===== config.mk =====
export PLATFORM = sky130hd
export DESIGN_NAME = mhc_correct_flat
export DESIGN_NICKNAME = d
export VERILOG_FILES = /design/src/rtl/mhc_pkg.sv /design/src/rtl/mhc_in_if.sv /design/src/rtl/mhc_correct.sv /design/src/flat_wrapper.sv
export SDC_FILE = /design/constraint.sdc
export NUM_CORES = 2
export LEC_CHECK = 0
export BUFFER_PORTS_ARGS = -buffer_cell sky130_fd_sc_hd__buf_2
export CORE_ASPECT_RATIO = 1.2
export CORE_MARGIN = 2
export CORE_UTILIZATION = 50
export CTS_BUF_LIST = sky130_fd_sc_hd__clkbuf_4 sky130_fd_sc_hd__clkbuf_8
export CTS_CLUSTER_SIZE = 8
export DETAILED_ROUTE_END_ITERATION = 16
export HOLD_SLACK_MARGIN = 0.05
export PLACE_DENSITY = 0.73
export REMOVE_ABC_BUFFERS = 1
export SYNTH_ARGS = -nofsm -noshare
export SYNTH_HDL_FRONTEND = slang
export SYNTH_SLANG_ARGS = --single-unit

===== constraint.sdc =====
create_clock -name clk -period 5.4 [get_ports clk]
set_input_delay 0.81 -clock clk [delete_from_list [all_inputs] [get_ports clk]]
set_output_delay 0.81 -clock clk [all_outputs]
set_load 0.01 [all_outputs]

===== src/rtl/mhc_pkg.sv =====
// ----------------------------------------------------------------------------
// mhc_pkg: shared types and constants of the compass heading block
// Widths, the CORDIC arctangent table and the records passed down the pipe.
// ----------------------------------------------------------------------------
package mhc_pkg;

	localparam int CORDIC_STAGES       = 16;
	localparam int SCALE_FRACTION_BITS = 12;

	localparam int ATAN_ENTRIES = 24;
	localparam int NUM_CELLS    = (CORDIC_STAGES < ATAN_ENTRIES) ? CORDIC_STAGES : ATAN_ENTRIES;
	localparam int STAGE_W      = $clog2(ATAN_ENTRIES);

	// x and y carry 16 fraction bits; 36 bits cover the CORDIC gain with margin
	localparam int CORDIC_W = 36;
	localparam int ANGLE_W  = 32;
	localparam int ADDR_W   = 5;
	localparam int DATA_W   = 32;

	localparam logic [15:0]        SCALE_RESET = 16'd4096;
	localparam logic [ANGLE_W-1:0] HALF_TURN   = 32'h8000_0000;

	localparam logic [8:0] DEG_ZERO  = 9'd0;
	localparam logic [8:0] DEG_EAST  = 9'd90;
	localparam logic [8:0] DEG_SOUTH = 9'd180;
	localparam logic [8:0] DEG_WEST  = 9'd270;
	localparam logic [8:0] DEG_FULL  = 9'd360;

	// atan(2^-i) as a fraction of one turn, 2^32 per turn
	localparam logic [ANGLE_W-1:0] ATAN_TURN [ATAN_ENTRIES] = '{
		32'd536870912, 32'd316933406, 32'd167458907, 32'd85004756,
		32'd42667331,  32'd21354465,  32'd10679838,  32'd5340245,
		32'd2670163,   32'd1335087,   32'd667544,    32'd333772,
		32'd166886,    32'd83443,     32'd41722,     32'd20861,
		32'd10430,     32'd5215,      32'd2608,      32'd1304,
		32'd652,       32'd326,       32'd163,       32'd81
	};

	typedef struct packed {
		logic signed [15:0] bias_x;
		logic signed [15:0] bias_y;
		logic signed [15:0] bias_z;
		logic [15:0]        scale_x;
		logic [15:0]        scale_y;
		logic [15:0]        scale_z;
	} cfg_t;

	typedef struct packed {
		logic signed [15:0] cx;
		logic signed [15:0] cy;
		logic signed [15:0] cz;
		logic               clip;
	} sample_t;

	typedef struct packed {
		sample_t                    smp;
		logic                       fixed;
		logic [8:0]                 fixed_deg;
		logic signed [CORDIC_W-1:0] x;
		logic signed [CORDIC_W-1:0] y;
		logic [ANGLE_W-1:0]         z;
	} cordic_t;

endpackage


===== src/rtl/mhc_in_if.sv =====
// ----------------------------------------------------------------------------
// mhc_in_if: raw sample channel
// Valid/ready channel carrying one three-axis magnetometer reading.
// ----------------------------------------------------------------------------
interface mhc_in_if;
	logic               valid;
	logic               ready;
	logic signed [15:0] raw_x;
	logic signed [15:0] raw_y;
	logic signed [15:0] raw_z;

	modport source (output valid, output raw_x, output raw_y, output raw_z, input ready);
	modport sink   (input valid, input raw_x, input raw_y, input raw_z, output ready);
endinterface


===== src/rtl/mhc_correct.sv =====
// ----------------------------------------------------------------------------
// mhc_correct: hard/soft-iron correction and CORDIC set-up
// Subtract bias, scale, truncate and saturate; fold x into the right half.
// ----------------------------------------------------------------------------
module mhc_correct import mhc_pkg::*; (
	input  logic   clk,
	input  logic   arst_n,
	input  cfg_t   cfg,
	mhc_in_if.sink sample,
	output logic   out_valid,
	output cordic_t out_data,
	input  logic   out_ready
);

	localparam logic [33:0] RND_MASK = (34'd1 << SCALE_FRACTION_BITS) - 34'd1;

	logic signed [15:0] raw  [3];
	logic signed [15:0] bias [3];
	logic [15:0]        scale[3];
	logic signed [16:0] diff [3];
	logic signed [33:0] prod [3];

	logic               v_s1;
	logic signed [33:0] prod_s1 [3];
	logic               ready_s1;

	logic signed [33:0] tq   [3];
	logic signed [15:0] corr [3];
	logic [2:0]         clip;
	logic signed [CORDIC_W-1:0] xe, ye;
	cordic_t            prep;

	logic    v_s2;
	cordic_t d_s2;
	logic    ready_s2;

	assign ready_s2     = !v_s2 || out_ready;
	assign ready_s1     = !v_s1 || ready_s2;
	assign sample.ready = ready_s1;

	always_comb begin
		raw[0]   = sample.raw_x;
		raw[1]   = sample.raw_y;
		raw[2]   = sample.raw_z;
		bias[0]  = cfg.bias_x;
		bias[1]  = cfg.bias_y;
		bias[2]  = cfg.bias_z;
		scale[0] = cfg.scale_x;
		scale[1] = cfg.scale_y;
		scale[2] = cfg.scale_z;
		for (int a = 0; a < 3; a++) begin
			diff[a] = 17'(raw[a]) - 17'(bias[a]);
			prod[a] = diff[a] * $signed({1'b0, scale[a]});
		end
	end

	always_ff @(posedge clk or negedge arst_n) begin
		if (!arst_n) begin
			v_s1 <= 1'b0;
		end else if (ready_s1) begin
			v_s1 <= sample.valid;
		end
	end

	always_ff @(posedge clk) begin
		if (ready_s1 && sample.valid) begin
			for (int a = 0; a < 3; a++) prod_s1[a] <= prod[a];
		end
	end

	// truncate toward zero: add the fraction mask to negatives before the shift
	always_comb begin
		for (int a = 0; a < 3; a++) begin
			tq[a] = (prod_s1[a] + $signed(prod_s1[a][33] ? RND_MASK : 34'd0))
				>>> SCALE_FRACTION_BITS;
			if (tq[a] > 34'sd32767) begin
				corr[a] = 16'sh7fff;
				clip[a] = 1'b1;
			end else if (tq[a] < -34'sd32768) begin
				corr[a] = 16'sh8000;
				clip[a] = 1'b1;
			end else begin
				corr[a] = tq[a][15:0];
				clip[a] = 1'b0;
			end
		end

		prep.smp.cx   = corr[0];
		prep.smp.cy   = corr[1];
		prep.smp.cz   = corr[2];
		prep.smp.clip = |clip;

		xe = $signed({{(CORDIC_W-32){corr[0][15]}}, corr[0], 16'h0000});
		ye = $signed({{(CORDIC_W-32){corr[1][15]}}, corr[1], 16'h0000});
		if (corr[0][15]) begin
			prep.x = -xe;
			prep.y = -ye;
			prep.z = HALF_TURN;
		end else begin
			prep.x = xe;
			prep.y = ye;
			prep.z = '0;
		end

		// exact axes and the zero vector bypass the CORDIC result
		prep.fixed     = 1'b1;
		prep.fixed_deg = DEG_ZERO;
		if (corr[1] == 16'sd0) begin
			prep.fixed_deg = corr[0][15] ? DEG_SOUTH : DEG_ZERO;
		end else if (corr[0] == 16'sd0) begin
			prep.fixed_deg = corr[1][15] ? DEG_WEST : DEG_EAST;
		end else begin
			prep.fixed = 1'b0;
		end
	end

	always_ff @(posedge clk or negedge arst_n) begin
		if (!arst_n) begin
			v_s2 <= 1'b0;
		end else if (ready_s2) begin
			v_s2 <= v_s1;
		end
	end

	always_ff @(posedge clk) begin
		if (ready_s2 && v_s1) begin
			d_s2 <= prep;
		end
	end

	assign out_valid = v_s2;
	assign out_data  = d_s2;

	a_folded_x: assert property (@(posedge clk) disable iff (!arst_n)
		v_s2 |-> !d_s2.x[CORDIC_W-1])
		else $error("CORDIC start vector not folded into right half-plane");

endmodule


===== src/flat_wrapper.sv =====
// flat-port wrapper written by rule: the top's interface ports become plain ports
module mhc_correct_flat import mhc_pkg::*;
  (clk, arst_n, cfg, out_valid, out_data, out_ready, sample_valid, sample_raw_x, sample_raw_y, sample_raw_z, sample_ready);
  mhc_in_if sample_i ();
  input  logic clk;
  input  logic arst_n;
  input  cfg_t cfg;
  output logic out_valid;
  output cordic_t out_data;
  input  logic out_ready;
  input wire logic [$bits(sample_i.valid)-1:0] sample_valid;
  input wire logic [$bits(sample_i.raw_x)-1:0] sample_raw_x;
  input wire logic [$bits(sample_i.raw_y)-1:0] sample_raw_y;
  input wire logic [$bits(sample_i.raw_z)-1:0] sample_raw_z;
  output wire logic [$bits(sample_i.ready)-1:0] sample_ready;
  assign sample_i.valid = sample_valid;
  assign sample_i.raw_x = sample_raw_x;
  assign sample_i.raw_y = sample_raw_y;
  assign sample_i.raw_z = sample_raw_z;
  assign sample_ready = sample_i.ready;
  mhc_correct u_core (.clk(clk), .arst_n(arst_n), .cfg(cfg), .sample(sample_i), .out_valid(out_valid), .out_data(out_data), .out_ready(out_ready));
endmodule

## Yosys cells after proc, flatten, opt, wreduce, memory -nomap -nowiden

Memory sizes are Yosys's and may differ from the RTL's.
Index checks and enable logic that the tools add are counted.

| operators by class | value |
|---|---|
| equality and inequality tests | 0 |
| bitwise operators | 0 |
| shift operators | 0 |
| $mul | 3 |
| magnitude comparators | 6 |
| reduce and logical (&&, ||, !) cells | 9 |
| multiplexer cells | 22 |
| divide/modulo/power cells | 0 |
| add/sub/neg operators | 8 |

Operators with widths:

| kind | count |
|---|---|
| $add A34 B13 Y34 | 3 |
| $mul A17 B17 Y34 | 3 |
| $mux W99 | 1 |
| $mux W16 | 5 |
| $neg A32 Y36 | 2 |
| $gt A22 B16 Y1 const B | 3 |
| $lt A22 B16 Y1 const B | 3 |
| $sub A16 B16 Y17 | 3 |
| $mux W12 | 3 |
| $logic_not A16 Y1 | 2 |
| $mux W9 | 3 |
| $mux W1 | 9 |
| $mux W8 | 1 |
| $reduce_or A3 Y1 | 1 |
| $logic_and A1 B1 Y1 | 2 |
| $logic_not A1 Y1 | 2 |
| $logic_or A1 B1 Y1 | 2 |

| word-level totals | value |
|---|---|
| memories | 1 |
| RAM bits | 102 |
| input port bits | 148 |
| output and inout bits | 165 |
| register bits | 165 |
| logic and storage cells | 62 |
| bits in latches | 0 |
| ROM bits | 0 |

Memories:

| memory | words | width | read ports | clocked after Yosys merged registers in | write ports | line | RTL |
|---|---|---|---|---|---|---|---|
| u_core.prod_s1 | 3 | 34 | 3 | 0 | 3 | mhc_correct.sv:24 | `logic signed [33:0] prod_s1 [3];` |

## Depth between registers and ports, before layout

An unclocked memory read counts as a cell.

| logic depth | value |
|---|---|
| word-level depth | 9 |
| gate-level depth with buffers | 37 |
| mapped depth without buffers | 36 |

## Least setup slack after synthesis

No wires, ideal clock.

| timing path | value |
|---|---|
| path type | in2reg |
| start | input port sample_raw_x[0] |
| end | memory u_core.prod_s1[0][33], data pin |
| stages on the path | 33 |
| data required time | 5.140 ns |
| library setup time | 0.260 ns |
| arrival | 8.693 ns |
| setup slack | -3.553 ns |
| path buffers | 1 |
| path through | inv_1 > ha_1 > fa_1 > nor2b_1 > o21ai_0 > a21boi_0 > o21ai_0 > a21oi_1 > o2111ai_1 > a31oi_1 > a2111oi_0 > a211o_1 > clkbuf_1 > and2_1 > fa_1 > fa_1 > fa_1 > fa_1 > fa_1 > inv_1 > fa_1 > inv_1 > ha_1 > o21a_1 > o21ai_0 > nor2_1 > or4b_2 > a31oi_1 > a41oi_1 > a211o_1 > o21ai_0 > a21oi_1 > xnor2_1 |

RTL lines:

| what | line | RTL |
|---|---|---|
| start: declaration | flat_wrapper.sv:12 | `input wire logic [$bits(sample_i.raw_x)-1:0] sample_raw_x;` |
| end: declaration | mhc_correct.sv:24 |  |

==> impl_metrics.toml <==
[synthesis]
postSynthAreaPerCell_um2 = 9.29
synthXorXnorAreaFrac_pct = 4.31
async_flop_share_pct = 1.01
synthAdderAreaFrac_pct = 47.8
synthSimpleGateAreaFrac_pct = 15.2
synth_compound_area_share_pct = 6.92
synth_ff_type = "edfxtp_1"
synth_cells = 4705
synth.area.mux_share_pct = 0.243
synth_warnings = 0
synth_area_um2 = 43700
ys_types = 82
synth_top_area_share_pct = 37.6
synth_top_family_by_area = "adder cells"
synth-seq-cells = 198
synth_edf_count = 196
ys_seq_area_share_pct = 13.6
synth_area_leaders = "fa_1 38%, edfxtp_1 13%, ha_1 9.9%"
yosysTopAreaCell = "fa_1"

[cells_and_area]
area_growth_pct = 27.1
final_cell_mix = "1002 x inv_1, 786 x fa_1, 673 x buf_4"
fin_util_pct = 64.2
fin_nets = 6938
drive_above_1_share_pct = 29.4
layout_commonest_cell = "inv_1"

[status]
violations = "setup timing"
status = "finished, violations left"

[detailed_routing]
ant_nets = 0
dr_total_vias = 35600
routed_wl_um = 118000
drt_iter0_markers = 2087
viasPerCell = 5.25
drc = 0
wl_per_cell_um = 17.3
first_pass_iters = 9

[sta]
period_share_pct = 154
timing.fmax_mhz = 120
drv_slew = 0
fin_skew_ns = 0.0344
final.setup.tns_ns = -147.73
fin_crit_ns = 8.33
worst_slack_ns = -2.93
finalSetupViolations = 79
tightest_slew_ns = 0.905
slew_headroom_pct = 39.7
hold_viol_final = 0
rsz0062_at_grt = "true"

[cts]
clk_path_buf_depth = 2
cts_sinks = 198
htree_levels = 4
insertion_delay_ns = 0.60
clkTransAtPathRegs_ns = 0.12
cts_tree = "built"
numCtsBuffers = 17
root_buffer = "clkbuf_8"

[setup_path]
path_class = "input port to register"
critical-path-slowest-cell = "fa_1"
path_max_fanout = 5
crit_path_frequent_cell = "fa_1"
regToRegStartpoint = "u_core.prod_s1[0][67]$_DFFE_PP_"
worstPathArrival_ns = 8.66
worstPathRequired_ns = 5.73
critPathCaptureType = "register"
start_kind = "input port"
cpPeakStageDelay_ns = 0.55
worstSetupStartpoint = "sample_raw_x[0]"

[floorplan]
fp.dieW_um = 274
ioPinCount = 313
core_area_um2 = 86500
num_rows = 118
dieArea_um2 = 89800
die_h_um = 328
start_util_pct = 50.5

[global_route]
grt_util_all_layers_pct = 25.4
grt_overflow = 0
first_global_vias = 37900
grt_pass1_wl_um = 183000
antenna_found_initial = 3
grt_max_degree = 67

[placement]
dp_hpwl_um = 90800
port_buffers = 248
pre_cts_ws_ns = -4.09
gp_congestion = 0.920

[hold_path]
hold_path_class = "input port to register"
min_from = "sample_valid"

[flow_run]
drv_cap = 0
-- layer usage --
metal | track usage [%] | up-vias | wire (um)
met5 | 0 | - | 0
met4 | 11.4 | 0 | 5750
met3 | 3.00 | 362 | 6670
met2 | 45.2 | 1349 | 60700
met1 | 30.9 | 17700 | 44400
li1 | - | 16100 | -
-- final timing paths --
path | cells after the start | slack (ns) | endpoint
max | 35 | -2.93 | u_core.prod_s1[0][33]$_DFFE_PP_
min | 2 | 0.43 | u_core.v_s1$_DFFE_PN0N_
max reg2reg | 14 | 0.33 | u_core.out_data[107]$_SDFFCE_PP0P_
min reg2reg | 1 | 0.53 | u_core.out_valid$_DFFE_PN0P_
max in group asynchronous | 2 | 4.78 | u_core.v_s1$_DFFE_PN0N_
min in group asynchronous | 2 | 0.51 | u_core.out_valid$_DFFE_PN0P_
-- worst max-delay path: cells and delay by family --
kind            cells  cell delay [ns]
buf+inv             6             0.29
xor+xnor            1             0.12
fa+ha+maj           9             3.71
compound gates     15             2.74
simple gates        4             0.97
-- per-stage QoR --
step | hold slack (ns) | std cells | cell area, um^2
4_1_cts | 0.368 | 6728 | 53500
3_3_place_gp | 0.486 | 6598 | 50500
2_1_floorplan | 0.449 | 4559 | 42900
5_1_grt | 0.420 | 6778 | 55600
6_report | 0.427 | 6778 | 55600
3_5_place_dp | 0.491 | 6598 | 50500
-- cell families (layout without fill, tap and decap cells) --
family,after synthesis,in the layout
AO/OA/AOI/OAI,470,470
XOR/XNOR,215,215
buffers and inverters,1322,2186
other,1,70
adder cells (fa/ha/maj),1181,1181
flip-flops,198,198
AND/OR/NAND/NOR,1308,1308
multiplexers,10,10
-- layout make-up --
| type | instances | area, um^2 |
|---|---|---|
| well taps | 1140 | 1430 |
| diodes | 2 | 5.00 |
| clock inverters | 14 | 178 |
| fillers | 6422 | 31000 |
| repair buffers | 1045 | 7840 |
| inverters | 1109 | 4170 |
| clock buffers | 18 | 248 |
| multi-input cells | 3252 | 35800 |
| flip-flops and latches | 198 | 5940 |
-- sequential cells by signal (all words and copies together), names as in the netlist --
name / count
u_core.prod_s1: 102
u_core.out_data: 94
u_core.out_valid: 1
u_core.v_s1: 1
-- synthesized netlist by cell type (101+ instances only) --
| master | number |
|---|---|
| inv_1 | 1107 |
| fa_1 | 822 |
| nand2_1 | 516 |
| ha_1 | 345 |
| and2_1 | 336 |
| edfxtp_1 | 196 |
| xnor2_1 | 161 |
| clkbuf_1 | 135 |
| o21ai_0 | 125 |
| a21oi_1 | 120 |
| nor2_1 | 105 |
| nor2b_1 | 101 |
-- repair_timing --
item | in CTS | in global routing
pin swaps | 372 | 360
endpoints found under the setup margin | 79 | 85
hold endpoints to repair | 2 | 0
resized for setup | 458 | 398
buffers inserted | 113 | 90
hold buffers | 1 | 0
gates cloned | 0 | 2
Power is not shown: default switching activity piles up to over one toggle a cycle in this logic, so the estimate is an artifact.
