## config.mk

```make
export PLATFORM = sky130hd
export DESIGN_NAME = mhc_cell
export DESIGN_NICKNAME = d
export VERILOG_FILES = /design/src/rtl/mhc_pkg.sv /design/src/rtl/mhc_cell.sv
export SDC_FILE = /design/constraint.sdc
export NUM_CORES = 1
export LEC_CHECK = 0
export BUFFER_PORTS_ARGS = -buffer_cell sky130_fd_sc_hd__clkbuf_2
export CORE_UTILIZATION = 35
export DETAILED_ROUTE_END_ITERATION = 8
export SYNTH_ARGS = -nofsm -noshare
export SYNTH_HDL_FRONTEND = slang
export SYNTH_SLANG_ARGS = --single-unit
```

## constraint.sdc

```tcl
create_clock -name clk -period 8.9 [get_ports clk]
set_clock_uncertainty 0.15 [all_clocks]
set_input_delay 1.335 -clock clk [delete_from_list [all_inputs] [get_ports clk]]
set_output_delay 1.335 -clock clk [all_outputs]
set_load 0.02 [all_outputs]
```

## src/rtl/mhc_pkg.sv

```systemverilog
// ----------------------------------------------------------------------------
// mhc_pkg: shared types and constants of the compass heading block
// Widths, the CORDIC arctangent table and the records passed down the pipe.
// ----------------------------------------------------------------------------
package mhc_pkg;

	localparam int CORDIC_STAGES       = 16;
	localparam int SCALE_FRACTION_BITS = 12;

	localparam int ATAN_ENTRIES = 24;
	localparam int NUM_CELLS    = (CORDIC_STAGES < ATAN_ENTRIES) ? CORDIC_STAGES : ATAN_ENTRIES;
	localparam int STAGE_W      = $clog2(ATAN_ENTRIES);

	// x and y carry 16 fraction bits; 36 bits cover the CORDIC gain with margin
	localparam int CORDIC_W = 36;
	localparam int ANGLE_W  = 32;
	localparam int ADDR_W   = 5;
	localparam int DATA_W   = 32;

	localparam logic [15:0]        SCALE_RESET = 16'd4096;
	localparam logic [ANGLE_W-1:0] HALF_TURN   = 32'h8000_0000;

	localparam logic [8:0] DEG_ZERO  = 9'd0;
	localparam logic [8:0] DEG_EAST  = 9'd90;
	localparam logic [8:0] DEG_SOUTH = 9'd180;
	localparam logic [8:0] DEG_WEST  = 9'd270;
	localparam logic [8:0] DEG_FULL  = 9'd360;

	// atan(2^-i) as a fraction of one turn, 2^32 per turn
	localparam logic [ANGLE_W-1:0] ATAN_TURN [ATAN_ENTRIES] = '{
		32'd536870912, 32'd316933406, 32'd167458907, 32'd85004756,
		32'd42667331,  32'd21354465,  32'd10679838,  32'd5340245,
		32'd2670163,   32'd1335087,   32'd667544,    32'd333772,
		32'd166886,    32'd83443,     32'd41722,     32'd20861,
		32'd10430,     32'd5215,      32'd2608,      32'd1304,
		32'd652,       32'd326,       32'd163,       32'd81
	};

	typedef struct packed {
		logic signed [15:0] bias_x;
		logic signed [15:0] bias_y;
		logic signed [15:0] bias_z;
		logic [15:0]        scale_x;
		logic [15:0]        scale_y;
		logic [15:0]        scale_z;
	} cfg_t;

	typedef struct packed {
		logic signed [15:0] cx;
		logic signed [15:0] cy;
		logic signed [15:0] cz;
		logic               clip;
	} sample_t;

	typedef struct packed {
		sample_t                    smp;
		logic                       fixed;
		logic [8:0]                 fixed_deg;
		logic signed [CORDIC_W-1:0] x;
		logic signed [CORDIC_W-1:0] y;
		logic [ANGLE_W-1:0]         z;
	} cordic_t;

endpackage

```

## src/rtl/mhc_cell.sv

```systemverilog
// ----------------------------------------------------------------------------
// mhc_cell: one CORDIC vectoring micro-rotation
// Rotates toward the x axis by atan(2^-stage) and hands on to the next cell.
// ----------------------------------------------------------------------------
module mhc_cell import mhc_pkg::*; (
	input  logic               clk,
	input  logic               arst_n,
	input  logic [STAGE_W-1:0] stage,
	input  logic               in_valid,
	input  cordic_t            in_data,
	output logic               in_ready,
	output logic               out_valid,
	output cordic_t            out_data,
	input  logic               out_ready
);

	logic signed [CORDIC_W-1:0] dx, dy;
	cordic_t nxt;
	logic    v_q;
	cordic_t d_q;

	assign in_ready = !v_q || out_ready;

	always_comb begin
		nxt = in_data;
		dx  = $signed(in_data.x) >>> stage;
		dy  = $signed(in_data.y) >>> stage;
		if (!in_data.y[CORDIC_W-1]) begin
			nxt.x = in_data.x + dy;
			nxt.y = in_data.y - dx;
			nxt.z = in_data.z + ATAN_TURN[stage];
		end else begin
			nxt.x = in_data.x - dy;
			nxt.y = in_data.y + dx;
			nxt.z = in_data.z - ATAN_TURN[stage];
		end
	end

	always_ff @(posedge clk or negedge arst_n) begin
		if (!arst_n) begin
			v_q <= 1'b0;
		end else if (in_ready) begin
			v_q <= in_valid;
		end
	end

	always_ff @(posedge clk) begin
		if (in_ready && in_valid) begin
			d_q <= nxt;
		end
	end

	assign out_valid = v_q;
	assign out_data  = d_q;

	// x only grows once folded into the right half-plane
	a_x_positive: assert property (@(posedge clk) disable iff (!arst_n)
		v_q |-> !d_q.x[CORDIC_W-1])
		else $error("CORDIC x went negative");

endmodule

```

After elaboration in Yosys (flattened, before gate mapping)
Memories as Yosys holds them, arrays and structs flattened.
Cells that the tools add are included.
Widths: inputs -> output; s select.

storage, ports and cells
  flip-flop bits (word level) = 164
  latch bits = 0
  RAM bits = 0
  memory bits (read-only) = 1,024
  input port bits = 172
  output and inout port bits = 165
  memories = 1

memories
  memory           words  bits a word  read ports  clocked after memory_dff  write ports  line            RTL
  (no name shown)  32     32           1           0                         0            mhc_cell.sv:35  nxt.z = in_data.z - ATAN_TURN[stage];

cells by class
  add/sub/neg operators = 6
  multiply operators = 0
  div/mod/pow operators = 0
  magnitude comparators = 1
  eq/ne operators = 0
  shift operators = 2
  muxes and demuxes = 3
  bitwise operators = 1
  reduce and logical (&&, ||, !) cells = 3

operators by type and width
  kind                number
  $mux 104            1
  $add 36x36->36      2
  $sshr 36x5->36      2
  $sub 36x36->36      2
  $mux 32             2
  $add 32x32->32      1
  $sub 32x32->32      1
  $ge 6x6->1 const B  1
  $not 5->6           1
  $logic_and 1x1->1   1
  $logic_not 1->1     1
  $logic_or 1x1->1    1

Depth between registers and ports, before layout
Gate-level depths: netlist (run 1).

  depth after elaboration = 6
  depth in mapped cells = 28
  gate-level depth less buffers = 23

Worst setup path after synthesis (run 1)
OpenSTA, ideal clock, no wires.

  path type = input to register
  start point = in stage[1]
  end point = reg d_q (netlist bit out_data[31]), data pin
  library setup time = 260 ps
  arrival time = 6,467 ps
  required time = 8,490 ps
  path slack = 2,024 ps
  stages = 25
  buffers on the path = 4
  cell sequence = buf_2 inv_2 buf_1 clkbuf_1 ha_1 clkbuf_1 o21ai_0 o21ai_0 o21ai_0 and2_1 nand2_1 nor3_1 a21oi_1 xor2_1 ha_1 a21oi_1 o31ai_1 a31o_2 a311oi_1 o21ai_0 a21boi_0 a22oi_1 a21o_1 a21oi_1 xnor2_1

RTL lines
  element               line            RTL
  start, declared       mhc_cell.sv:8   input logic [STAGE_W-1:0] stage,
  end signal, assigned  mhc_cell.sv:49  d_q <= nxt;
  end, declared         mhc_cell.sv:20  cordic_t d_q;

==> results of run 1 <==
==> power by group through the flow <==
stage,clock network [W],registers (W),logic [W]
after floorplan,0,0.00121,0.00106
after global placement,0,0.00107,0.00172
after detailed placement,0,0.00107,0.00172
after CTS,0.000829,0.00105,0.00174
after global routing,0.000845,0.00106,0.00189
final,0.000797,0.00105,0.00175
==> cells in the mapped netlist, types with 36 or more instances <==
cell type	number	area (sq um)
inv_1	46	173
nand2b_1	36	225
nand2_1	117	439
clkbuf_1	41	154
a21o_1	37	278
mux4_2	93	2090
ha_1	110	1380
mux2i_1	67	671
xor2_1	59	517
xnor2_1	111	972
edfxtp_1	163	4890
o21ai_0	91	455
a21oi_1	167	836
nor2_1	157	589
==> worst paths after layout <==
check	to	slack, ns	cells past startpoint
max in group asynchronous	out_valid	8.08	1
max	out_data[67]	1.28	19
max reg2reg	out_data[85]	6.51	3
min	out_valid	0.44	1
min reg2reg	out_valid	0.46	2
min in group clk	out_valid	0.46	2
==> cell type report <==
type,count,share of cell area (%)
multi-input combinational,1577,59.2
tap,680,3.97
clock inverter,15,0.951
inverter,49,0.858
timing repair buffer,396,10.1
sequential,164,22.9
clock buffer,17,1.98
==> stage by stage <==
stage	area [sq um]	utilization (%)	setup slack, ns	cells	total power, W
finish	21400	41.5	1.28	2898	0.00360
global route	21400	41.5	0.858	2898	0.00379
detailed placement	20800	40.3	0.852	2866	0.00279
CTS	21400	41.5	1.38	2898	0.00362
global placement	20800	40.3	0.873	2866	0.00278
floorplan	18400	-	2.02	1901	0.00227
==> metal layers <==
layer  up-vias  global-route usage, %  wire (microns)
met5         -                      0               0
met2       795                   44.2           34600
met1      8624                   35.3           31100
met4         0                   11.4            2630
met3       119                   4.80            5230
li1       7976                      -               -
==> registers in the layout, indices dropped and copies added (netlist names) <==
| register | count |
|---|---|
| out_valid | 1 |
| out_data | 163 |
==> critical path: cells and delay by family <==
kind / cells / cell delay, ns
multiplexers: 2 / 1.13
AO/OA/AOI/OAI: 8 / 2.77
AND/OR/NAND/NOR: 4 / 0.93
XOR/XNOR: 2 / 0.33
buffers and inverters: 2 / 0.92
adder cells (fa/ha/maj): 1 / 0.25
==> kinds of logic after synthesis <==
logic type | Yosys count
simple gates | 508
buf+inv | 160
xor+xnor | 171
flops | 164
compound gates | 579
fa+ha+maj | 113
mux | 206
==> results.json, run 1 <==
{
  "muxShareOfSynthArea_pct": 18.0,
  "core_sq_um": 51600,
  "power.share.switching_pct": 41.4,
  "drc": 0,
  "synth_xor_area_share_pct": 8.22,
  "synthCells": 1901,
  "arrival_ns": 7.72,
  "fin_crit_sh_pct": 85.6,
  "clock-sinks": 164,
  "hold_slack_ns": 0.441,
  "wl_per_cell_microns": 25.4,
  "diodes": 0,
  "place.port_buffers": 336,
  "fin_setup_tns_ns": 0,
  "critPathKind": "in -> reg",
  "numCtsBuffers": 17,
  "io_pins": 337,
  "slew_headroom_pct": 23.6,
  "synth-adder-area-share_pct": 7.81,
  "p_clk_share_pct": 22.1,
  "yosysWarnings": 0,
  "setup_violations": 0,
  "syn_area_per_cell_sq_um": 9.68,
  "first_global_vias": 17300,
  "firstDrtPassIters": 6,
  "final_common_cell": "clkbuf_2",
  "hold_viol": 0,
  "synth-edff-count": 163,
  "viasPerCell": 6.04,
  "cts_max_level": 4,
  "drt_wl_total_microns": 73600,
  "path_clk_slew_ns": 0.08,
  "tightest_slew_ns": 1.14,
  "fmax_ghz": 0.131,
  "crit_path_top_delay_cell": "a2111oi_0",
  "synth-seq-area-share_pct": 26.7,
  "ys_types": 101,
  "p_int_w": 0.00211,
  "die_area_sq_um": 53500,
  "grt_max_degree": 79,
  "cts_max_path_buffers": 2,
  "synth_flop_cell": "edfxtp_1",
  "startpoint": "stage[0]",
  "synth-async-reset-ratio_pct": 0.610,
  "areaGrowthSynthToFinish_pct": 16.6,
  "switching_power_w": 0.00149,
  "pwr-share-comb_pct": 48.7,
  "min_period_ns": 7.62,
  "synth_compound_area_share_pct": 21.0,
  "die_y_microns": 231,
  "layout.nets": 2490,
  "rsz0062_at_grt": "no",
  "cp_max_fo": 78,
  "status": "finished clean",
  "synth.cell_area_sq_um": 18400,
  "hp-class": "in -> async",
  "grt_first_pass_wirelength_microns": 109000,
  "cts_resized": 0,
  "die_w_microns": 231,
  "post-cts-setup-buffer-count": 0,
  "ff_latch_area_sq_um": 4920,
  "synth-simple-area-share_pct": 13.9,
  "r2r-start": "out_valid",
  "ant_nets": 0,
  "multi_input_area_sq_um": 12700,
  "p_seq_share_pct": 29.2,
  "final_cell_mix": "clkbuf_2 (330), a21oi_1 (167), edfxtp_1 (163)",
  "drtIter0Drc": 1473,
  "ctsHoldBuffers": 0,
  "dpl.hpwl_microns": 56600,
  "drv_cap": 0,
  "p_leak_nw": 8.70,
  "ys_ff_latch": 164,
  "rows": 83,
  "fill_cells": 5074,
  "grt-ovfl-total": 0,
  "routed-via-count": 17500,
  "startpoint_type": "input port",
  "grt_usage_pct": 27.2,
  "endpoint_kind": "flip-flop",
  "required_ns": 9.00,
  "vdd_drop_max_uv": 131,
  "cts_root_buffer": "clkbuf_16",
  "synth_top_family_by_area": "compound AO/OA/AOI/OAI gates",
  "worstSkewPairLatency_ns": 0.50,
  "cts_tree": "done",
  "drv_slew": 0,
  "synthesis.nets": 2186,
  "path_cells": "buf_6 > buf_12 > mux4_1 > mux4_2 > a221oi_2 > nor4b_4 > and4b_1 > nor2_1 > xnor2_1 > ha_1 > a2111oi_0 > o311ai_0 > a31oi_1 > nor3_1 > a21oi_1 > o21ai_0 > a31oi_1 > a21oi_1 > xnor3_1",
  "max_stage_delay_ns": 0.68,
  "start_util_pct": 35.6,
  "antenna_found_initial": 0,
  "drive_gt1_share_pct": 27.4,
  "place.gp.congestion": 0.988,
  "cellPowerDensity_nw_per_um2": 168
}
No activity file was read; power rests on OpenSTA's default activity.
==> run 2: changes to the inputs <==
Settings changed: CORE_UTILIZATION 35 to 55, PLACE_DENSITY set to 0.79.
==> run 2 against run 1 <==
Compared with the run above:
- critical path depth is 1 higher
- non-clock buffer count down 2
- combinational power barely moved
==> results.json, run 2 (synthesized netlist as in run 1, its figures left out) <==
{
  "status": "finished clean",
  "ant_nets": 0,
  "grt-ovfl-total": 0,
  "postLayoutCoreUtil_pct": 64.5,
  "setup_violations": 0,
  "numCtsBuffers": 17,
  "max_stage_delay_ns": 0.71,
  "met1_length_microns": 26200,
  "cellPowerDensity_nw_per_um2": 169,
  "core_sq_um": 32700,
  "clock-sinks": 164,
  "worstSkewPairLatency_ns": 0.46,
  "drv_slew": 0,
  "firstDrtPassIters": 6,
  "rsz0062_at_grt": "no",
  "worst-path-buf-inv": 2,
  "layout.nets": 2488,
  "hold_slack_ns": 0.436,
  "grt_max_degree": 88,
  "drtIter0Drc": 2025,
  "ctsHoldBuffers": 0,
  "pre_cts_ws_ns": 0.708,
  "met2WireLength_microns": 31500,
  "routed-via-count": 18100,
  "tightest_slew_ns": 1.33,
  "fmax_ghz": 0.129,
  "cts_root_buffer": "clkbuf_16",
  "place.port_buffers": 336,
  "drive_gt1_share_pct": 27.4,
  "required_ns": 8.97,
  "min_period_ns": 7.77,
  "slew_headroom_pct": 11.0,
  "first_global_vias": 17100,
  "rows": 66,
  "p_leak_nw": 8.66,
  "final_cell_mix": "clkbuf_2 (331), a21oi_1 (167), edfxtp_1 (163)",
  "grt_usage_pct": 40.7,
  "cp_max_fo": 81,
  "path_cells": "buf_6 > buf_4 > mux4_2 > a222oi_1 > o22ai_1 > nor2_2 > nand4_1 > or4_1 > o21ai_0 > xor2_1 > ha_1 > and3_1 > a32o_1 > a31oi_1 > a31oi_1 > a311o_1 > a211o_1 > a21o_1 > o41ai_1 > xnor2_1",
  "die_w_microns": 185,
  "antenna_found_initial": 3,
  "post-cts-setup-buffer-count": 0,
  "cts_tree": "done",
  "cts_max_path_buffers": 2,
  "wl_per_cell_microns": 26.2,
  "dr_wl_met3_microns": 7690,
  "largest_register_ffs": 163,
  "fin_ws_ns": 1.13,
  "die_area_sq_um": 34200,
  "drv_cap": 0,
  "path_clk_slew_ns": 0.08,
  "hp-class": "reg -> reg",
  "cts_max_level": 4,
  "vdd_drop_max_uv": 151,
  "crit_path_top_delay_cell": "or4_1",
  "cp_top_family": "compound AO/OA/AOI/OAI gates",
  "drt_wl_total_microns": 69800,
  "die_y_microns": 185,
  "cp_common_cell": "a31oi_1",
  "final_common_cell": "clkbuf_2",
  "grt_first_pass_wirelength_microns": 103000,
  "fill_cells": 2734,
  "start_util_pct": 56.3,
  "fin_crit_sh_pct": 87.3,
  "viasPerCell": 6.81,
  "endpoint_kind": "flip-flop",
  "cts_resized": 0,
  "hold_viol": 0,
  "critPathKind": "in -> reg",
  "top_layer_used": "met5",
  "arrival_ns": 7.84,
  "drc": 0,
  "areaGrowthSynthToFinish_pct": 14.7,
  "startpoint_type": "input port",
  "dpl.hpwl_microns": 53100,
  "io_pins": 337,
  "fin_setup_tns_ns": 0,
  "place.gp.congestion": 1.05
}
[run 2: routing by layer]
| layer | track usage (%) | up-vias |
|---|---|---|
| met5 | 1.04 | - |
| met4 | 24.7 | 6 |
| met3 | 10.6 | 235 |
| met2 | 64.1 | 1246 |
| met1 | 49.8 | 8642 |
| li1 | - | 7966 |
[run 2: final timing paths]
| check | from | to | slack (ns) | cells after the start |
|---|---|---|---|---|
| worst min-delay path | out_valid | out_valid | 0.44 | 2 |
| min in group asynchronous | arst_n | out_valid | 0.48 | 1 |
| worst min register to register | out_valid | out_valid | 0.44 | 2 |
| worst max-delay path | stage[0] | out_data[103] | 1.13 | 20 |
| max in group asynchronous | arst_n | out_valid | 8.03 | 1 |
| worst max register to register | out_valid | out_data[94] | 5.97 | 3 |
[run 2: per-stage QoR]
stage          total power [W]  instance area [sq um]  cells
2_1_floorplan          0.00227                  18400   1901
3_3_place_gp           0.00274                  20500   2626
3_5_place_dp           0.00277                  20500   2626
4_1_cts                0.00353                  21100   2658
5_1_grt                0.00372                  21100   2659
6_report               0.00356                  21100   2659
[run 2: final cells by class]
type / instances / area, sq um / share of cell area [%]
clock inverter: 14 / 158 / 0.747
timing repair buffer: 394 / 2140 / 10.2
multi-input combinational: 1577 / 12700 / 60.2
antenna: 1 / 2.50 / 0.0119
clock buffer: 18 / 439 / 2.08
inverter: 49 / 184 / 0.872
tap: 442 / 553 / 2.62
sequential: 164 / 4920 / 23.3
[run 2: power breakdown]
part	switching, W	internal (W)	total, W
Sequential	0.0000318	0.00102	0.00105
Combinational	0.00107	0.000673	0.00175
Clock	0.000378	0.000384	0.000762
Total	0.00148	0.00208	0.00356
[run 2: worst min-delay path, cell delays in order, from the launching register on]
cell and delay [ns]:
dfrtp_1 0.37, nand2b_1 0.10, nand2b_1 0.08
