File: src/rtl/mhc_pkg.sv
// ----------------------------------------------------------------------------
// mhc_pkg: shared types and constants of the compass heading block
// Widths, the CORDIC arctangent table and the records passed down the pipe.
// ----------------------------------------------------------------------------
package mhc_pkg;

	localparam int CORDIC_STAGES       = 16;
	localparam int SCALE_FRACTION_BITS = 12;

	localparam int ATAN_ENTRIES = 24;
	localparam int NUM_CELLS    = (CORDIC_STAGES < ATAN_ENTRIES) ? CORDIC_STAGES : ATAN_ENTRIES;
	localparam int STAGE_W      = $clog2(ATAN_ENTRIES);

	// x and y carry 16 fraction bits; 36 bits cover the CORDIC gain with margin
	localparam int CORDIC_W = 36;
	localparam int ANGLE_W  = 32;
	localparam int ADDR_W   = 5;
	localparam int DATA_W   = 32;

	localparam logic [15:0]        SCALE_RESET = 16'd4096;
	localparam logic [ANGLE_W-1:0] HALF_TURN   = 32'h8000_0000;

	localparam logic [8:0] DEG_ZERO  = 9'd0;
	localparam logic [8:0] DEG_EAST  = 9'd90;
	localparam logic [8:0] DEG_SOUTH = 9'd180;
	localparam logic [8:0] DEG_WEST  = 9'd270;
	localparam logic [8:0] DEG_FULL  = 9'd360;

	// atan(2^-i) as a fraction of one turn, 2^32 per turn
	localparam logic [ANGLE_W-1:0] ATAN_TURN [ATAN_ENTRIES] = '{
		32'd536870912, 32'd316933406, 32'd167458907, 32'd85004756,
		32'd42667331,  32'd21354465,  32'd10679838,  32'd5340245,
		32'd2670163,   32'd1335087,   32'd667544,    32'd333772,
		32'd166886,    32'd83443,     32'd41722,     32'd20861,
		32'd10430,     32'd5215,      32'd2608,      32'd1304,
		32'd652,       32'd326,       32'd163,       32'd81
	};

	typedef struct packed {
		logic signed [15:0] bias_x;
		logic signed [15:0] bias_y;
		logic signed [15:0] bias_z;
		logic [15:0]        scale_x;
		logic [15:0]        scale_y;
		logic [15:0]        scale_z;
	} cfg_t;

	typedef struct packed {
		logic signed [15:0] cx;
		logic signed [15:0] cy;
		logic signed [15:0] cz;
		logic               clip;
	} sample_t;

	typedef struct packed {
		sample_t                    smp;
		logic                       fixed;
		logic [8:0]                 fixed_deg;
		logic signed [CORDIC_W-1:0] x;
		logic signed [CORDIC_W-1:0] y;
		logic [ANGLE_W-1:0]         z;
	} cordic_t;

endpackage

File: src/rtl/mhc_out_if.sv
// ----------------------------------------------------------------------------
// mhc_out_if: heading result channel
// Valid/ready channel carrying corrected axes, heading and compass sector.
// ----------------------------------------------------------------------------
interface mhc_out_if;
	logic               valid;
	logic               ready;
	logic signed [15:0] corrected_x;
	logic signed [15:0] corrected_y;
	logic signed [15:0] corrected_z;
	logic [8:0]         heading_degrees;
	logic [2:0]         compass_sector;
	logic               saturated;

	modport source (
		output valid, output corrected_x, output corrected_y, output corrected_z,
		output heading_degrees, output compass_sector, output saturated,
		input ready
	);
	modport sink (
		input valid, input corrected_x, input corrected_y, input corrected_z,
		input heading_degrees, input compass_sector, input saturated,
		output ready
	);
endinterface

File: src/rtl/mhc_heading.sv
// ----------------------------------------------------------------------------
// mhc_heading: angle to degrees and compass sector
// Scales the turn fraction to whole degrees and drives the result register.
// ----------------------------------------------------------------------------
module mhc_heading import mhc_pkg::*; (
	input  logic       clk,
	input  logic       arst_n,
	input  logic       in_valid,
	input  cordic_t    in_data,
	output logic       in_ready,
	mhc_out_if.source  result
);

	typedef enum logic [2:0] {
		SECT_N  = 3'd0,
		SECT_NE = 3'd1,
		SECT_E  = 3'd2,
		SECT_SE = 3'd3,
		SECT_S  = 3'd4,
		SECT_SW = 3'd5,
		SECT_W  = 3'd6,
		SECT_NW = 3'd7
	} sector_t;

	localparam logic [8:0] EDGE_NE = 9'd23;
	localparam logic [8:0] EDGE_E  = 9'd68;
	localparam logic [8:0] EDGE_SE = 9'd113;
	localparam logic [8:0] EDGE_S  = 9'd158;
	localparam logic [8:0] EDGE_SW = 9'd203;
	localparam logic [8:0] EDGE_W  = 9'd248;
	localparam logic [8:0] EDGE_NW = 9'd293;
	localparam logic [8:0] EDGE_N  = 9'd338;

	function automatic sector_t sector_of(input logic [8:0] d);
		sector_t s;
		if (d >= EDGE_N || d < EDGE_NE) s = SECT_N;
		else if (d < EDGE_E)            s = SECT_NE;
		else if (d < EDGE_SE)           s = SECT_E;
		else if (d < EDGE_S)            s = SECT_SE;
		else if (d < EDGE_SW)           s = SECT_S;
		else if (d < EDGE_W)            s = SECT_SW;
		else if (d < EDGE_NW)           s = SECT_W;
		else                            s = SECT_NW;
		return s;
	endfunction

	logic [ANGLE_W+8:0] turn_prod;
	logic [8:0]         deg;

	logic       v_s1;
	sample_t    smp_s1;
	logic [8:0] deg_s1;
	logic       ready_s1;

	logic       res_valid_q;
	sample_t    res_smp_q;
	logic [8:0] res_deg_q;
	sector_t    res_sect_q;
	logic       res_ready;

	assign res_ready = !res_valid_q || result.ready;
	assign ready_s1  = !v_s1 || res_ready;
	assign in_ready  = ready_s1;

	always_comb begin
		turn_prod = (ANGLE_W+9)'(in_data.z) * (ANGLE_W+9)'(DEG_FULL);
		if (in_data.fixed) begin
			deg = in_data.fixed_deg;
		end else if (turn_prod[ANGLE_W+8:ANGLE_W] >= DEG_FULL) begin
			deg = DEG_ZERO;
		end else begin
			deg = turn_prod[ANGLE_W+8:ANGLE_W];
		end
	end

	always_ff @(posedge clk or negedge arst_n) begin
		if (!arst_n) begin
			v_s1 <= 1'b0;
		end else if (ready_s1) begin
			v_s1 <= in_valid;
		end
	end

	always_ff @(posedge clk) begin
		if (ready_s1 && in_valid) begin
			smp_s1 <= in_data.smp;
			deg_s1 <= deg;
		end
	end

	always_ff @(posedge clk or negedge arst_n) begin
		if (!arst_n) begin
			res_valid_q <= 1'b0;
		end else if (res_ready) begin
			res_valid_q <= v_s1;
		end
	end

	always_ff @(posedge clk) begin
		if (res_ready && v_s1) begin
			res_smp_q  <= smp_s1;
			res_deg_q  <= deg_s1;
			res_sect_q <= sector_of(deg_s1);
		end
	end

	assign result.valid           = res_valid_q;
	assign result.corrected_x     = res_smp_q.cx;
	assign result.corrected_y     = res_smp_q.cy;
	assign result.corrected_z     = res_smp_q.cz;
	assign result.saturated       = res_smp_q.clip;
	assign result.heading_degrees = res_deg_q;
	assign result.compass_sector  = res_sect_q;

	a_deg_range: assert property (@(posedge clk) disable iff (!arst_n)
		res_valid_q |-> res_deg_q < DEG_FULL)
		else $error("heading out of range");

	a_north_sector: assert property (@(posedge clk) disable iff (!arst_n)
		res_valid_q |-> ((res_deg_q >= EDGE_N || res_deg_q < EDGE_NE) == (res_sect_q == SECT_N)))
		else $error("sector disagrees with heading");

	a_zero_vector: assert property (@(posedge clk) disable iff (!arst_n)
		res_valid_q && res_smp_q.cx == 16'sd0 && res_smp_q.cy == 16'sd0
		|-> res_deg_q == DEG_ZERO)
		else $error("zero vector gave non-zero heading");

endmodule

File: src/flat_wrapper.sv
// flat-port wrapper written by rule: the top's interface ports become plain ports
module mhc_heading_flat import mhc_pkg::*;
  (clk, arst_n, in_valid, in_data, in_ready, result_valid, result_corrected_x, result_corrected_y, result_corrected_z, result_heading_degrees, result_compass_sector, result_saturated, result_ready);
  mhc_out_if result_i ();
  input  logic clk;
  input  logic arst_n;
  input  logic in_valid;
  input  cordic_t in_data;
  output logic in_ready;
  output wire logic [$bits(result_i.valid)-1:0] result_valid;
  output wire logic [$bits(result_i.corrected_x)-1:0] result_corrected_x;
  output wire logic [$bits(result_i.corrected_y)-1:0] result_corrected_y;
  output wire logic [$bits(result_i.corrected_z)-1:0] result_corrected_z;
  output wire logic [$bits(result_i.heading_degrees)-1:0] result_heading_degrees;
  output wire logic [$bits(result_i.compass_sector)-1:0] result_compass_sector;
  output wire logic [$bits(result_i.saturated)-1:0] result_saturated;
  input wire logic [$bits(result_i.ready)-1:0] result_ready;
  assign result_valid = result_i.valid;
  assign result_corrected_x = result_i.corrected_x;
  assign result_corrected_y = result_i.corrected_y;
  assign result_corrected_z = result_i.corrected_z;
  assign result_heading_degrees = result_i.heading_degrees;
  assign result_compass_sector = result_i.compass_sector;
  assign result_saturated = result_i.saturated;
  assign result_i.ready = result_ready;
  mhc_heading u_core (.clk(clk), .arst_n(arst_n), .in_valid(in_valid), .in_data(in_data), .in_ready(in_ready), .result(result_i));
endmodule
File: config.mk
export PLATFORM = sky130hd
export DESIGN_NAME = mhc_heading_flat
export DESIGN_NICKNAME = d
export VERILOG_FILES = /design/src/rtl/mhc_pkg.sv /design/src/rtl/mhc_out_if.sv /design/src/rtl/mhc_heading.sv /design/src/flat_wrapper.sv
export SDC_FILE = /design/constraint.sdc
export NUM_CORES = 1
export LEC_CHECK = 0
export BUFFER_PORTS_ARGS = -buffer_cell sky130_fd_sc_hd__buf_2
export CELL_PAD_IN_SITES_DETAIL_PLACEMENT = 0
export CELL_PAD_IN_SITES_GLOBAL_PLACEMENT = 1
export CORE_ASPECT_RATIO = 0.75
export CORE_MARGIN = 3
export CORE_UTILIZATION = 41
export DETAILED_ROUTE_END_ITERATION = 7
export GPL_ROUTABILITY_DRIVEN = 0
export PLACE_DENSITY = 0.87
export SLEW_MARGIN = 20
export SYNTH_ARGS = -nofsm -noshare
export SYNTH_HDL_FRONTEND = slang
export SYNTH_SLANG_ARGS = --single-unit
File: constraint.sdc
create_clock -name clk -period 3.05 [get_ports clk]
set_input_delay 0.305 -clock clk [delete_from_list [all_inputs] [get_ports clk]]
set_output_delay 0.305 -clock clk [all_outputs]
set_load 0.1 [all_outputs]
Word-level counts from Yosys, hierarchy flattened
Index checks and enable logic that the tools add are counted.
Widths: inputs -> output; s select.
- flip-flop bits (word level): 121
- bits in latches: 0
- RAM bits: 0
- bits in read-only memories: 0
- input bits: 167
- memories kept: 0
- add/subtract/negate cells: 0
- $mul: 1
- divide/modulo/power cells: 0
- magnitude comparators: 9
- eq/ne operators: 0
- shifts and indexed selects: 0
- mux-type cells: 8
- bitwise logic cells: 0
- reduce and logical (&&, ||, !) cells: 9
- operators by type and width (cell ; count):
    $mul 32x6->38 const B ; 1
    $lt 9x8->1 const B ; 3
    $ge 9x9->1 const B ; 2
    $lt 9x7->1 const B ; 2
    $mux 9 ; 2
    $lt 9x5->1 const B ; 1
    $lt 9x9->1 const B ; 1
    $mux 3 ; 2
    $mux 2 ; 2
    $reduce_or 4->1 ; 1
    $logic_or 1x1->1 ; 3
    $logic_and 1x1->1 ; 2
    $logic_not 1->1 ; 2
    $mux 1 ; 2
    $reduce_or 2->1 ; 1

Longest topological paths before layout
- depth in word-level cells: 7
- gate-level depth with buffers: 15

Least setup slack after synthesis
OpenSTA, ideal clock, no wires.
- path kind: input -> register
- start point: in in_data[7] (netlist bit)
- end point: reg u_core.deg_s1[2] (data pin)
- library setup time: 0.262 ns
- data arrival time: 3.578 ns
- setup slack: -0.790 ns
- stages on the path: 14
- cell sequence: ha_1 > ha_1 > xnor2_1 > fa_1 > inv_1 > ha_1 > a21o_1 > and3_1 > or4b_1 > o221ai_1 > and3_4 > xnor2_2 > o211a_4 > o21ai_0
- word-level cells in the longest chain between the ends: 4
- ends and longest elaborated chain (item ; RTL line ; source):
    from (decl) ; flat_wrapper.sv:8 ; input cordic_t in_data;
    $mul 32x6->38 (*) ; mhc_heading.sv:66 ; turn_prod = (ANGLE_W+9)'(in_data.z) * (ANGLE_W+9)'(DEG_FULL);
    $ge 9x9->1 ; mhc_heading.sv:69 ; end else if (turn_prod[ANGLE_W+8:ANGLE_W] >= DEG_FULL) begin
    $mux 9 (*) ; mhc_heading.sv:69 ;
    $mux 9 (*) ; mhc_heading.sv:67 ; if (in_data.fixed) begin
    named net u_core.deg[2] ; mhc_heading.sv:48 ; logic [8:0] deg;
    to (signal assigned) ; mhc_heading.sv:87 ; deg_s1 <= deg;
    to (decl) ; mhc_heading.sv:52 ; logic [8:0] deg_s1;
Mark *: on every way through the listed nets, which the timed path passes. The rest lies on a longest branch.
A chain may end at the register's enable or synchronous reset.

Worst setup path in the final report
- start point: in in_data[27] (netlist bit)
- end point: reg u_core.deg_s1[0] (data pin)
Same word-level chain as after synthesis.

==> results.json <==
{
  "startpoint": "in_data[27]",
  "cp.arrival_ps": 3960,
  "final_cells": 1193,
  "final_area_um2": 11200,
  "synth-seq-cells": 121,
  "drive_above_1_share_pct": 46.2,
  "antenna_found_initial": 0,
  "core_um2": 18000,
  "r2r_slack_ps": 1050,
  "synth_edf_count": 119,
  "fin_nets": 1233,
  "hpwl_um": 14500,
  "rsz0062_at_grt": "yes",
  "cts_tree": "built",
  "crit_fanout": 6,
  "row_count": 42,
  "dr.first_iter.drc_count": 408,
  "die_w_um": 164,
  "synthArstFlopShare_pct": 1.65,
  "grt_pass1_vias": 6001,
  "drc": 0,
  "power.leakage_nw": 4.91,
  "ys_seq_area_share_pct": 47.0,
  "setup_viol": 9,
  "violations": "setup timing",
  "hp-class": "primary input to register",
  "via_per_inst": 4.94,
  "clkSinkCount": 121,
  "cts-root-buf": "clkbuf_16",
  "grt_max_degree": 62,
  "yosysUniqueCellTypes": 66,
  "combPwrFrac_pct": 53.3,
  "pre_cts_ws_ps": -1230,
  "clkSlewWorstSetupHoldPaths_ps": 60,
  "via_count": 5888,
  "fmax_mhz": 268,
  "setup_slack_ps": -681,
  "clockBufferDepth": 2,
  "power.switching_w": 0.00345,
  "worstMarginPinSlew_ps": 781,
  "synth_fp_nets": 930,
  "dieArea_um2": 20500,
  "place_area_um2": 9950,
  "start_util_pct": 42.8,
  "synth-main-ff-cell": "edfxtp_1",
  "synth_cells": 635,
  "fillers": 1434,
  "cap_violations": 0,
  "routedWlPerCell_um": 15.9,
  "synthToLayoutAreaGrowth_pct": 45.1,
  "netlist_area_um2": 7710,
  "syn-mean-instance-area_um2": 12.1,
  "irDropWorstVdd_v": 0.000521,
  "hold_start": "in_data[157]",
  "worst-setup-path-type": "primary input to register",
  "slew_viol_final": 0,
  "multiInputGateArea_um2": 4420,
  "grt_usage_pct": 18.2,
  "regArea_um2": 3620,
  "overflow": 0,
  "p_clk_share_pct": 21.9,
  "boundaryPins": 230,
  "final_util_pct": 62.1,
  "p_sw_share_pct": 40.0,
  "antennaDiodeCount": 0,
  "layout_common_cells": "buf_2 (150), buf_4 (132), edfxtp_1 (119), inv_1 (100), ha_1 (45)",
  "ant_nets": 0,
  "dp.cells": 1152,
  "hold_viol_final": 0,
  "cp.required_ps": 3280,
  "die_y_um": 125,
  "cp-start-kind": "primary input",
  "finClkSkew_ps": 10.1,
  "dr.pass1.iters": 5,
  "fin_crit_ps": 3730,
  "intPower_w": 0.00518,
  "status": "finished, violations left",
  "ys_warn_count": 0,
  "maxSlewHeadroom_pct": 47.9,
  "io_buffer_count": 157,
  "worstSkewPairLatency_ps": 400,
  "cts_buffers": 17,
  "powerDensity_nw_per_um2": 771,
  "r2r-start": "u_core.deg_s1[3]",
  "power_w": 0.00863,
  "cts.htree.levels": 4,
  "p_seq_share_pct": 24.8,
  "final_common_cell": "buf_2",
  "totalWireLength_um": 18900,
  "grt_pass1_wl_um": 29900,
  "cp-end-kind": "register",
  "fin_crit_sh_pct": 122
}
[per-stage QoR]
step | setup TNS, ps | hold slack (ps)
2_1_floorplan | -6180 | 9.41
3_3_place_gp | -10010 | 91.8
3_5_place_dp | -10650 | 96.2
4_1_cts | -5210 | 58.2
5_1_grt | -6390 | 53.9
6_report | -5520 | 70.7
[worst max-delay path, stage by stage]
cell	delay, ps
buf_2	120
ha_1	280
inv_2	60
fa_1	510
fa_1	510
inv_1	70
ha_4	270
a2111oi_4	390
o21ai_2	150
a22oi_2	230
nor2_1	100
a211oi_4	270
xnor2_2	140
o211a_4	310
a211oi_2	240
[path summary, 6_finish.rpt]
check	to	cells past startpoint
worst max-delay path	u_core.deg_s1[0]	15
worst min-delay path	u_core.smp_s1[43]	1
worst max register to register	u_core.result.compass_sector[0]	5
worst min register to register	u_core.result.corrected_z[5]	0
max in group asynchronous	u_core.v_s1	2
min in group asynchronous	u_core.result.valid	2
[power groups by stage]
stage               Combinational (W)  Sequential (W)  Clock (W)
global placement              0.00385         0.00216          0
CTS                           0.00435         0.00214    0.00192
finish                        0.00460         0.00214    0.00189
floorplan                     0.00206         0.00267          0
detailed placement            0.00389         0.00217          0
global route                  0.00502         0.00216    0.00199
[layout make-up]
type,instances,area share [%]
clock buffers,18,3.83
inverters,115,3.90
flip-flops and latches,121,32.4
clock inverters,14,1.24
multi-input cells,393,39.5
well taps,242,2.70
repair buffers,290,16.5
[sequential cells by signal, indices dropped and copies added, names as in the netlist]
signal,count
u_core.result.valid,1
u_core.result.corrected_x,16
u_core.v_s1,1
u_core.result.heading_degrees,9
u_core.result.corrected_y,16
u_core.result.corrected_z,16
u_core.deg_s1,9
u_core.smp_s1,49
u_core.result.saturated,1
u_core.result.compass_sector,3
[cells in the mapped netlist (3+ instances only)]
master / number / area, um2
a2111oi_0: 4 / 35.0
a211oi_1: 7 / 52.6
a21boi_0: 3 / 22.5
a21o_1: 9 / 67.6
a21oi_1: 38 / 190
a311oi_1: 3 / 26.3
a31oi_1: 5 / 31.3
and2_1: 8 / 50.1
and3_1: 3 / 18.8
clkbuf_1: 3 / 11.3
edfxtp_1: 119 / 3570
fa_1: 46 / 921
ha_1: 82 / 1030
inv_1: 114 / 428
mux2i_1: 3 / 30.0
nand2_1: 31 / 116
nand2b_1: 5 / 31.3
nand3_1: 5 / 25.0
nand4_1: 9 / 56.3
nor2_1: 24 / 90.1
nor3_1: 4 / 20.0
nor4_1: 4 / 25.0
o211ai_1: 8 / 60.1
o21a_1: 6 / 45.0
o21ai_0: 23 / 115
xnor2_1: 8 / 70.1
xor2_1: 10 / 87.6
[kinds of logic (layout without fill, tap and decap cells)]
family | after synthesis | in the layout | share of synthesized area, %
buffers and inverters | 121 | 437 | 5.97
adders and majority gates | 128 | 128 | 25.2
and+or+nand+nor | 111 | 111 | 7.46
AOI/OAI and AO/OA | 131 | 131 | 11.6
DFF | 121 | 121 | 47.0
xor gates and xnor gates | 19 | 19 | 2.25
muxes | 4 | 4 | 0.535
[per-layer routing]
metal | GRT usage, % | up-vias | wire, um | part of all wire (%)
met5 | 0 | - | 0 | 0
met4 | 3.35 | 0 | 204 | 1.1
met3 | 3.19 | 20 | 1020 | 5.4
met2 | 30.0 | 162 | 8980 | 47
met1 | 25.5 | 2825 | 8740 | 46
li1 | - | 2881 | - | -
[timing repair]
action                     CTS  global route
resized for setup           65            45
pin swaps                   39            37
setup buffers                8             1
hold endpoints to repair     2             0
setup endpoints to repair    9             9
hold buffers                 1             0
Note: power is estimated with default switching activity, not from simulation.
